$ cat src/hw/rtl/psps_pkg.sv
// ---------------------------------------------------------------------------
// psps_pkg
// shared types and constants for the positive score partition sort block
// ---------------------------------------------------------------------------
package psps_pkg;

	localparam int unsigned MOVE_W  = 32;
	localparam int unsigned SCORE_W = 32;
	localparam int unsigned CNT_W   = 7;
	localparam int unsigned ENTRY_W = MOVE_W + SCORE_W;

	typedef enum logic [3:0] {
		ST_LOAD,
		ST_PINIT,
		ST_PF_RD,
		ST_PF_CK,
		ST_PB_RD,
		ST_PB_CK,
		ST_PB_SW,
		ST_SORT_INIT,
		ST_SC_START,
		ST_SC_RD,
		ST_SC_CK,
		ST_EMIT,
		ST_NONE,
		ST_WAIT
	} psps_state_t;

	// controller to datapath
	typedef struct packed {
		logic in_ready;
		logic part_init;
		logic rd_b;
		logic rd_idx;
		logic f_inc;
		logic hold_ef;
		logic b_dec;
		logic wr_f;
		logic wr_b;
		logic sort_init;
		logic scan_init;
		logic scan_upd;
		logic emit;
		logic none_out;
		logic run_clear;
	} psps_cmd_t;

	// datapath to controller
	typedef struct packed {
		logic in_take;
		logic in_final;
		logic f_eq_b;
		logic rd_pos;
		logic idx_end;
		logic pos_zero;
		logic out_taken;
		logic out_last;
	} psps_stat_t;

endpackage

$ cat src/hw/rtl/psps_ctrl.sv
// ---------------------------------------------------------------------------
// psps_ctrl
// sequencer for load, in-place partition, selection ranking and output
// ---------------------------------------------------------------------------
module psps_ctrl import psps_pkg::*; (
	input  logic       clk,
	input  logic       arst_n,
	input  psps_stat_t stat,
	output psps_cmd_t  cmd
);

	psps_state_t state_q, state_d;

	always_ff @(posedge clk or negedge arst_n) begin
		if (!arst_n) begin
			state_q <= ST_LOAD;
		end else begin
			state_q <= state_d;
		end
	end

	always_comb begin
		state_d = state_q;
		unique case (state_q)
			ST_LOAD:      if (stat.in_take && stat.in_final) state_d = ST_PINIT;
			ST_PINIT:     state_d = ST_PF_RD;
			ST_PF_RD:     state_d = stat.f_eq_b ? ST_SORT_INIT : ST_PF_CK;
			ST_PF_CK:     state_d = stat.rd_pos ? ST_PF_RD : ST_PB_RD;
			ST_PB_RD:     state_d = stat.f_eq_b ? ST_SORT_INIT : ST_PB_CK;
			ST_PB_CK:     state_d = stat.rd_pos ? ST_PB_SW : ST_PB_RD;
			ST_PB_SW:     state_d = ST_PF_RD;
			ST_SORT_INIT: state_d = stat.pos_zero ? ST_NONE : ST_SC_START;
			ST_SC_START:  state_d = ST_SC_RD;
			ST_SC_RD:     state_d = stat.idx_end ? ST_EMIT : ST_SC_CK;
			ST_SC_CK:     state_d = ST_SC_RD;
			ST_EMIT:      state_d = ST_WAIT;
			ST_NONE:      state_d = ST_WAIT;
			ST_WAIT: begin
				if (stat.out_taken) state_d = stat.out_last ? ST_LOAD : ST_SC_START;
			end
			default:      state_d = ST_LOAD;
		endcase
	end

	always_comb begin
		cmd = '0;
		unique case (state_q)
			ST_LOAD:      cmd.in_ready = 1'b1;
			ST_PINIT:     cmd.part_init = 1'b1;
			ST_PF_RD:     ;
			ST_PF_CK: begin
				if (stat.rd_pos) begin
					cmd.f_inc = 1'b1;
				end else begin
					cmd.hold_ef = 1'b1;
					cmd.b_dec   = 1'b1;
				end
			end
			ST_PB_RD:     cmd.rd_b = 1'b1;
			ST_PB_CK: begin
				if (stat.rd_pos) cmd.wr_f = 1'b1;
				else cmd.b_dec = 1'b1;
			end
			ST_PB_SW: begin
				cmd.wr_b  = 1'b1;
				cmd.f_inc = 1'b1;
			end
			ST_SORT_INIT: cmd.sort_init = 1'b1;
			ST_SC_START:  cmd.scan_init = 1'b1;
			ST_SC_RD:     cmd.rd_idx = 1'b1;
			ST_SC_CK:     cmd.scan_upd = 1'b1;
			ST_EMIT:      cmd.emit = 1'b1;
			ST_NONE:      cmd.none_out = 1'b1;
			ST_WAIT:      cmd.run_clear = stat.out_taken && stat.out_last;
			default:      ;
		endcase
	end

endmodule

$ cat src/hw/rtl/psps_dp.sv
// ---------------------------------------------------------------------------
// psps_dp
// entry memory, partition cursors, ranking scan and output register
// ---------------------------------------------------------------------------
module psps_dp import psps_pkg::*; #(
	parameter int unsigned CAPACITY = 64
) (
	input  logic                 clk,
	input  logic                 arst_n,
	input  psps_cmd_t            cmd,
	output psps_stat_t           stat,
	input  logic                 in_valid,
	input  logic [MOVE_W-1:0]    in_move,
	input  logic [SCORE_W-1:0]   in_score,
	input  logic                 in_final,
	output logic                 out_valid,
	input  logic                 out_ready,
	output logic [MOVE_W-1:0]    out_move,
	output logic [SCORE_W-1:0]   out_score,
	output logic [CNT_W-1:0]     out_count,
	output logic                 out_none,
	output logic                 out_ovf,
	output logic                 out_last
);

	localparam int unsigned AW = (CAPACITY > 1) ? $clog2(CAPACITY) : 1;
	localparam int unsigned CW = $clog2(CAPACITY + 1);

	logic [ENTRY_W-1:0] mem [CAPACITY];
	logic [ENTRY_W-1:0] rdata_q;
	logic [ENTRY_W-1:0] ef_q;
	logic [CW-1:0]      cnt_q, f_q, b_q, idx_q, k_q;
	logic               ovf_q;
	logic [CAPACITY-1:0] used_q;
	logic               best_vld_q;
	logic [ENTRY_W-1:0] best_q;
	logic [AW-1:0]      best_idx_q;
	logic               out_valid_q;

	logic               take, store_ok, wen;
	logic [AW-1:0]      waddr, raddr;
	logic [ENTRY_W-1:0] wdata;
	logic               better;

	assign take     = in_valid && cmd.in_ready;
	assign store_ok = cnt_q < CW'(CAPACITY);

	always_comb begin
		wen   = 1'b0;
		waddr = f_q[AW-1:0];
		wdata = rdata_q;
		if (take && store_ok) begin
			wen   = 1'b1;
			waddr = cnt_q[AW-1:0];
			wdata = {in_score, in_move};
		end else if (cmd.wr_f) begin
			wen   = 1'b1;
			waddr = f_q[AW-1:0];
			wdata = rdata_q;
		end else if (cmd.wr_b) begin
			wen   = 1'b1;
			waddr = b_q[AW-1:0];
			wdata = ef_q;
		end
	end

	always_comb begin
		raddr = f_q[AW-1:0];
		if (cmd.rd_b) raddr = b_q[AW-1:0];
		else if (cmd.rd_idx) raddr = idx_q[AW-1:0];
	end

	always_ff @(posedge clk) begin
		if (wen) mem[waddr] <= wdata;
		rdata_q <= mem[raddr];
	end

	// strictly greater keeps the earliest index on ties, following the order left by the partition
	assign better = !used_q[idx_q[AW-1:0]] && (!best_vld_q ||
		($signed(rdata_q[ENTRY_W-1:MOVE_W]) > $signed(best_q[ENTRY_W-1:MOVE_W])));

	always_ff @(posedge clk or negedge arst_n) begin
		if (!arst_n) begin
			cnt_q       <= '0;
			ovf_q       <= 1'b0;
			f_q         <= '0;
			b_q         <= '0;
			idx_q       <= '0;
			k_q         <= '0;
			used_q      <= '0;
			best_vld_q  <= 1'b0;
			out_valid_q <= 1'b0;
		end else begin
			if (take) begin
				if (store_ok) cnt_q <= cnt_q + 1'b1;
				else ovf_q <= 1'b1;
			end
			if (cmd.part_init) begin
				f_q <= '0;
				b_q <= cnt_q;
			end
			if (cmd.f_inc) f_q <= f_q + 1'b1;
			if (cmd.b_dec) b_q <= b_q - 1'b1;
			if (cmd.sort_init) begin
				used_q <= '0;
				k_q    <= '0;
			end
			if (cmd.scan_init) begin
				idx_q      <= '0;
				best_vld_q <= 1'b0;
			end
			if (cmd.scan_upd) begin
				idx_q <= idx_q + 1'b1;
				if (better) best_vld_q <= 1'b1;
			end
			if (cmd.emit) begin
				used_q[best_idx_q] <= 1'b1;
				k_q <= k_q + 1'b1;
			end
			if (cmd.emit || cmd.none_out) out_valid_q <= 1'b1;
			else if (out_ready) out_valid_q <= 1'b0;
			if (cmd.run_clear) begin
				cnt_q <= '0;
				ovf_q <= 1'b0;
			end
		end
	end

	always_ff @(posedge clk) begin
		if (cmd.hold_ef) ef_q <= rdata_q;
		if (cmd.scan_upd && better) begin
			best_q     <= rdata_q;
			best_idx_q <= idx_q[AW-1:0];
		end
		if (cmd.emit) begin
			out_move  <= best_q[MOVE_W-1:0];
			out_score <= best_q[ENTRY_W-1:MOVE_W];
			out_count <= CNT_W'(f_q);
			out_none  <= 1'b0;
			out_ovf   <= ovf_q;
			out_last  <= (k_q + 1'b1) == f_q;
		end else if (cmd.none_out) begin
			out_move  <= '0;
			out_score <= '0;
			out_count <= '0;
			out_none  <= 1'b1;
			out_ovf   <= ovf_q;
			out_last  <= 1'b1;
		end
	end

	assign out_valid = out_valid_q;

	always_comb begin
		stat.in_take   = take;
		stat.in_final  = in_final;
		stat.f_eq_b    = f_q == b_q;
		stat.rd_pos    = $signed(rdata_q[ENTRY_W-1:MOVE_W]) > 0;
		stat.idx_end   = idx_q == f_q;
		stat.pos_zero  = f_q == '0;
		stat.out_taken = out_valid_q && out_ready;
		stat.out_last  = out_last;
	end

endmodule

$ cat src/hw/rtl/positive_score_partition_sort.sv
// ---------------------------------------------------------------------------
// positive_score_partition_sort
// loads a list of (move, score) requests, partitions positives to the front,
// then emits them ranked by score, highest first, ties in partition order, or
// a single none_positive result when the list holds no positive score
// loading: one request per cycle; the partition then reads and checks each
//   entry that a cursor visits, writing both ends on a swap, on the single read port
// ranking: each result scans the positive prefix for the highest unused score;
//   the next scan waits until the current result is taken
// reset: arst_n clears counters, flags and the sequencer; the entry memory is
//   not cleared, only entries written in the current list are read
// ---------------------------------------------------------------------------
module positive_score_partition_sort import psps_pkg::*; #(
	parameter int unsigned CAPACITY = 64
) (
	input  logic        clk,
	input  logic        arst_n,
	// input requests
	input  logic        s_tvalid,
	output logic        s_tready,
	input  logic [63:0] s_tdata,   // move_code[31:0], move_score[63:32]
	input  logic        s_tlast,   // final_item
	// ranked results
	output logic        m_tvalid,
	input  logic        m_tready,
	output logic [71:0] m_tdata,   // out_move[31:0], out_score[63:32],
	                               // positive_count[70:64], zero pad[71]
	output logic [1:0]  m_tuser,   // none_positive[0], overflowed[1]
	output logic        m_tlast    // last_result
);

	psps_cmd_t  cmd;
	psps_stat_t stat;

	logic [MOVE_W-1:0]  res_move;
	logic [SCORE_W-1:0] res_score;
	logic [CNT_W-1:0]   res_count;
	logic               res_none, res_ovf;

	// sequencer: load, partition, selection ranking, output handshake
	psps_ctrl u_ctrl (
		.clk    (clk),
		.arst_n (arst_n),
		.stat   (stat),
		.cmd    (cmd)
	);

	// storage, cursors and the output register
	psps_dp #(
		.CAPACITY (CAPACITY)
	) u_dp (
		.clk       (clk),
		.arst_n    (arst_n),
		.cmd       (cmd),
		.stat      (stat),
		.in_valid  (s_tvalid),
		.in_move   (s_tdata[31:0]),
		.in_score  (s_tdata[63:32]),
		.in_final  (s_tlast),
		.out_valid (m_tvalid),
		.out_ready (m_tready),
		.out_move  (res_move),
		.out_score (res_score),
		.out_count (res_count),
		.out_none  (res_none),
		.out_ovf   (res_ovf),
		.out_last  (m_tlast)
	);

	// ready only while loading a list
	assign s_tready = cmd.in_ready;
	assign m_tdata  = {1'b0, res_count, res_score, res_move};
	assign m_tuser  = {res_ovf, res_none};

endmodule
$ cat config.mk
export PLATFORM = sky130hd
export DESIGN_NAME = positive_score_partition_sort
export DESIGN_NICKNAME = d
export VERILOG_FILES = /design/src/hw/rtl/psps_pkg.sv /design/src/hw/rtl/psps_ctrl.sv /design/src/hw/rtl/psps_dp.sv /design/src/hw/rtl/positive_score_partition_sort.sv
export SDC_FILE = /design/constraint.sdc
export NUM_CORES = 2
export LEC_CHECK = 0
export BUFFER_PORTS_ARGS = -buffer_cell sky130_fd_sc_hd__buf_2
export CAP_MARGIN = 20
export CORE_AREA = 2 2 534 536
export DETAILED_ROUTE_END_ITERATION = 7
export DIE_AREA = 0 0 536 538
export PLACE_DENSITY = 0.76
export SLEW_MARGIN = 10
export SYNTH_ARGS = -nofsm -noshare
export SYNTH_HDL_FRONTEND = slang
export SYNTH_SLANG_ARGS = --single-unit
$ cat constraint.sdc
create_clock -name clk -period 12.09 [get_ports clk]
set_input_delay 2.418 -clock clk [delete_from_list [all_inputs] [get_ports clk]]
set_output_delay 2.418 -clock clk [all_outputs]
set_load 0.02 [all_outputs]
==> results_dict.tcl <==
set metrics [dict create \
    cts_root_buf "clkbuf_16" \
    htreeDepth 5 \
    synth-async-reset-ratio_pct 2.369 \
    synth_area_um2 169100 \
    initial_utilization_pct 59.71 \
    hold_path_class "reg2reg" \
    yosys_warnings 0 \
    switchingPower_mw 5.933 \
    crit_top_cell "buf_4" \
    fin_skew_ns 0.07829 \
    path_cells "buf_2, nand3b_1, buf_4, o211ai_1, o21ai_0, a21boi_0, nand2_1, nor2_4, buf_4" \
    crit_path_max_incr_delay_ns 1.13 \
    die_h_um 538 \
    power_density_nw_per_um2 159.2 \
    syn_inst 7572 \
    ys_seq_elements 4474 \
    rsz0062_at_grt "no" \
    post-route-drc-count 0 \
    ys_seq_area_share_pct 78.74 \
    wl_per_cell_um 40.82 \
    hold_path_depth 0 \
    clkLatencyLatePin_ns 1.01 \
    antenna_found_initial 26 \
    multiInputGateArea_um2 35390 \
    fill_cells 16430 \
    cts_num_sinks 4474 \
    critPathRequiredTime_ns 12.66 \
    placed_area_um2 176600 \
    grt_pass1_wl_um 687400 \
    r2r_cells 9 \
    grt_max_degree 115 \
    period_needed_ns 6.406 \
    end_kind "flip-flop" \
    synthToLayoutAreaGrowth_pct 12.89 \
    rows 196 \
    dp_hpwl_um 261900 \
    fin_tns_setup_ns 0 \
    drtIter0Drc 15750 \
    ios 146 \
    post_cts_buffers 0 \
    regArea_um2 133200 \
    status "completed" \
    cts_hold_buf 0 \
    synth_edf_count 4303 \
    clkTransAtPathRegs_ns 0.07 \
    swShare_pct 19.52 \
    max_cap_viol_count 0 \
    drv_slew 0 \
    first_pass_iters 6 \
    critPathLaunchType "primary input" \
    drive_gt1_share_pct 27.23 \
    cts_tree "done" \
    gp_congestion 0.8809 \
    fin_area_um2 190900 \
    setup_viol 0 \
    critPathSlowestCell "nor2_4" \
    cts_made_buffers 423 \
    yosysUniqueCellTypes 65 \
    vias 89500 \
    grt_pass1_vias 88910 \
    seqPwrFrac_pct 55.0 \
    cpLargestDelayFamily "simple AND/OR/NAND/NOR gates" \
    grtUsageTotal_pct 34.54 \
    period_share_pct 52.99 \
    r2r_slack_ns 5.72 \
    internal_power_mw 24.46 \
    wl_um 496300 \
    core_um2 283200 \
    fmax_mhz 156.1 \
    power_frac_comb_pct 0.1 \
    synth_top_flop_cell "edfxtp_1" \
    viasPerCell 7.361 \
    finalHoldViolCount 0 \
    crit_cells 9 \
    max-vdd-ir-drop_uv 139.3 \
    cts_resized 0 \
    worst-path-buf-inv 3 \
    port_buffers 144 \
    antenna_left 0 \
    critical_path_class "in2reg" \
    synth_area_per_cell_um2 22.34 \
    die_area_um2 288400 \
    grt-ovfl-total 0 \
    slew_headroom_pct 14.17 \
    fin_nets 8115 \
    crit_arrival_ns 6.97 \
    worstPathMaxFanout 43 \
    pwr-share-clk_pct 44.9 \
    clock_path_buffers 4 \
    worst_pin_slew_ns 1.287 \
    power.leakage_nw 44.54 \
    die-width_um 536 \
    synthesis.nets 7679 \
]
## state kept, by name, indices dropped and copies added, names as in the netlist
| register | flops |
|---|---|
| u_dp.f_q | 7 |
| u_dp.out_valid | 1 |
| u_dp.out_last | 1 |
| u_dp.out_none | 1 |
| u_dp.cnt_q | 7 |
| u_dp.k_q | 7 |
| u_dp.best_vld_q | 1 |
| u_dp.b_q | 7 |
| u_dp.out_ovf | 1 |
| u_dp.best_q | 64 |
| u_dp.best_idx_q | 6 |
| u_dp.out_move | 32 |
| u_dp.ef_q | 64 |
| u_dp.out_score | 32 |
| u_dp.rdata_q | 64 |
| u_dp.mem | 4096 |
| u_dp.out_count | 7 |
| u_dp.used_q | 64 |
| u_dp.ovf_q | 1 |
| u_dp.idx_q | 7 |
| u_ctrl.state_q | 4 |
## power by group through the flow
stage                     logic [mW]  clock network, mW  registers (mW)
after floorplan             0.000714                  0            17.1
after global placement        0.0281                  0            17.1
after detailed placement      0.0285                  0            17.1
after CTS                     0.0288               13.7            16.7
after global routing          0.0307               14.2            16.7
final                         0.0289               13.6            16.7
## cell usage after synthesis, drive strengths merged, types with 14 or more instances
cell type / n / area (um2)
a21oi: 97 / 489.2
a22o: 34 / 297.8
mux4: 1045 / 23540
buf: 174 / 945.9
edfxtp: 4303 / 129200
xor2: 20 / 175.2
nand2: 95 / 356.6
dfxtp: 65 / 1301
a22oi: 515 / 3866
clkbuf: 235 / 882.1
nor4: 14 / 87.58
o21ai: 68 / 340.3
nor2: 237 / 889.6
inv: 39 / 146.4
ha: 38 / 475.5
and2: 45 / 281.5
nand3: 19 / 95.09
or2: 66 / 412.9
a21o: 20 / 150.1
nand4: 145 / 907.1
mux2i: 72 / 720.7
xnor2: 14 / 122.6
dfrtp: 106 / 2653
## per-layer routing
metal	GRT usage, %	up-vias	share of wire [%]
met2	52.73	8373	46
li1	-	33070	-
met1	45.01	46430	32
met4	20.15	27	7.2
met5	0	-	0.041
met3	9.870	1597	14
## worst register-to-register path: cells and delay by family, from the launching register on
kind,cells,cell delay (ns)
buffers and inverters,2,1.64
multiplexers,1,0.81
AO/OA/AOI/OAI,1,0.18
flip-flops,1,0.92
AND/OR/NAND/NOR,5,2.32
## logic make-up after synthesis
group	Yosys count	synth area share, %
flops	4474	78.74
mux	1121	14.37
compound gates	777	3.243
simple gates	679	2.026
buf+inv	448	1.167
fa+ha+maj	38	0.2811
xor+xnor	34	0.1761
other cells	1	0.002217
## final cells by class
cell class / count / area share, %
antenna: 15 / 0.01966
clock buffer: 517 / 5.873
clock inverter: 281 / 1.582
inverter: 39 / 0.07667
multi-input combinational: 2650 / 18.54
sequential: 4474 / 69.75
tap: 3762 / 2.465
timing repair buffer: 420 / 1.702
## placed cells by master, fill, tap and decap left out, types with 20 or more instances in the layout
master | Yosys | layout
mux4_2 | 1045 | 1045
clkbuf_16 | 0 | 427
inv_1 | 39 | 39
buf_2 | 96 | 144
a22o_1 | 34 | 34
edfxtp_1 | 4303 | 4303
o21ai_0 | 68 | 68
nor2_1 | 237 | 156
a21o_1 | 20 | 20
clkinv_1 | 0 | 74
a21oi_1 | 96 | 32
and2_1 | 44 | 43
clkinv_2 | 0 | 107
nor2_4 | 0 | 81
clkbuf_1 | 235 | 71
ha_1 | 38 | 38
a21oi_4 | 0 | 65
buf_12 | 0 | 27
nand2_1 | 95 | 95
dfxtp_1 | 65 | 65
nand4_1 | 145 | 145
bufinv_16 | 0 | 51
a22oi_1 | 515 | 515
dfrtp_1 | 106 | 106
or2_1 | 64 | 64
mux2i_1 | 72 | 72
buf_4 | 28 | 243
xor2_1 | 20 | 20
## per-stage QoR
stage	worst slack, ns	std cells	total power [mW]	util, %	hold WS [ns]
CTS	5.830	12140	30.41	67.36	0.4457
detailed placement	4.919	11340	17.08	62.34	0.4509
global placement	4.929	11330	17.08	62.25	0.4385
finish	5.684	12160	30.39	67.41	0.4441
global route	5.524	12150	30.95	67.40	0.4703
floorplan	3.569	7572	17.05	-	0.4231
## final timing paths
| path | start | endpoint |
|---|---|---|
| setup / recovery | s_tvalid | u_dp.mem[52][14] |
| hold / removal | u_dp.rdata_q[2] | u_dp.best_q[2] |
| setup reg to reg | u_ctrl.state_q[1] | u_dp.mem[9][40] |
| hold reg to reg | u_dp.rdata_q[2] | u_dp.best_q[2] |
| max in group asynchronous | arst_n | u_dp.used_q[61] |
| min in group asynchronous | arst_n | u_dp.out_valid |
Power figures use the tool's default switching activity.
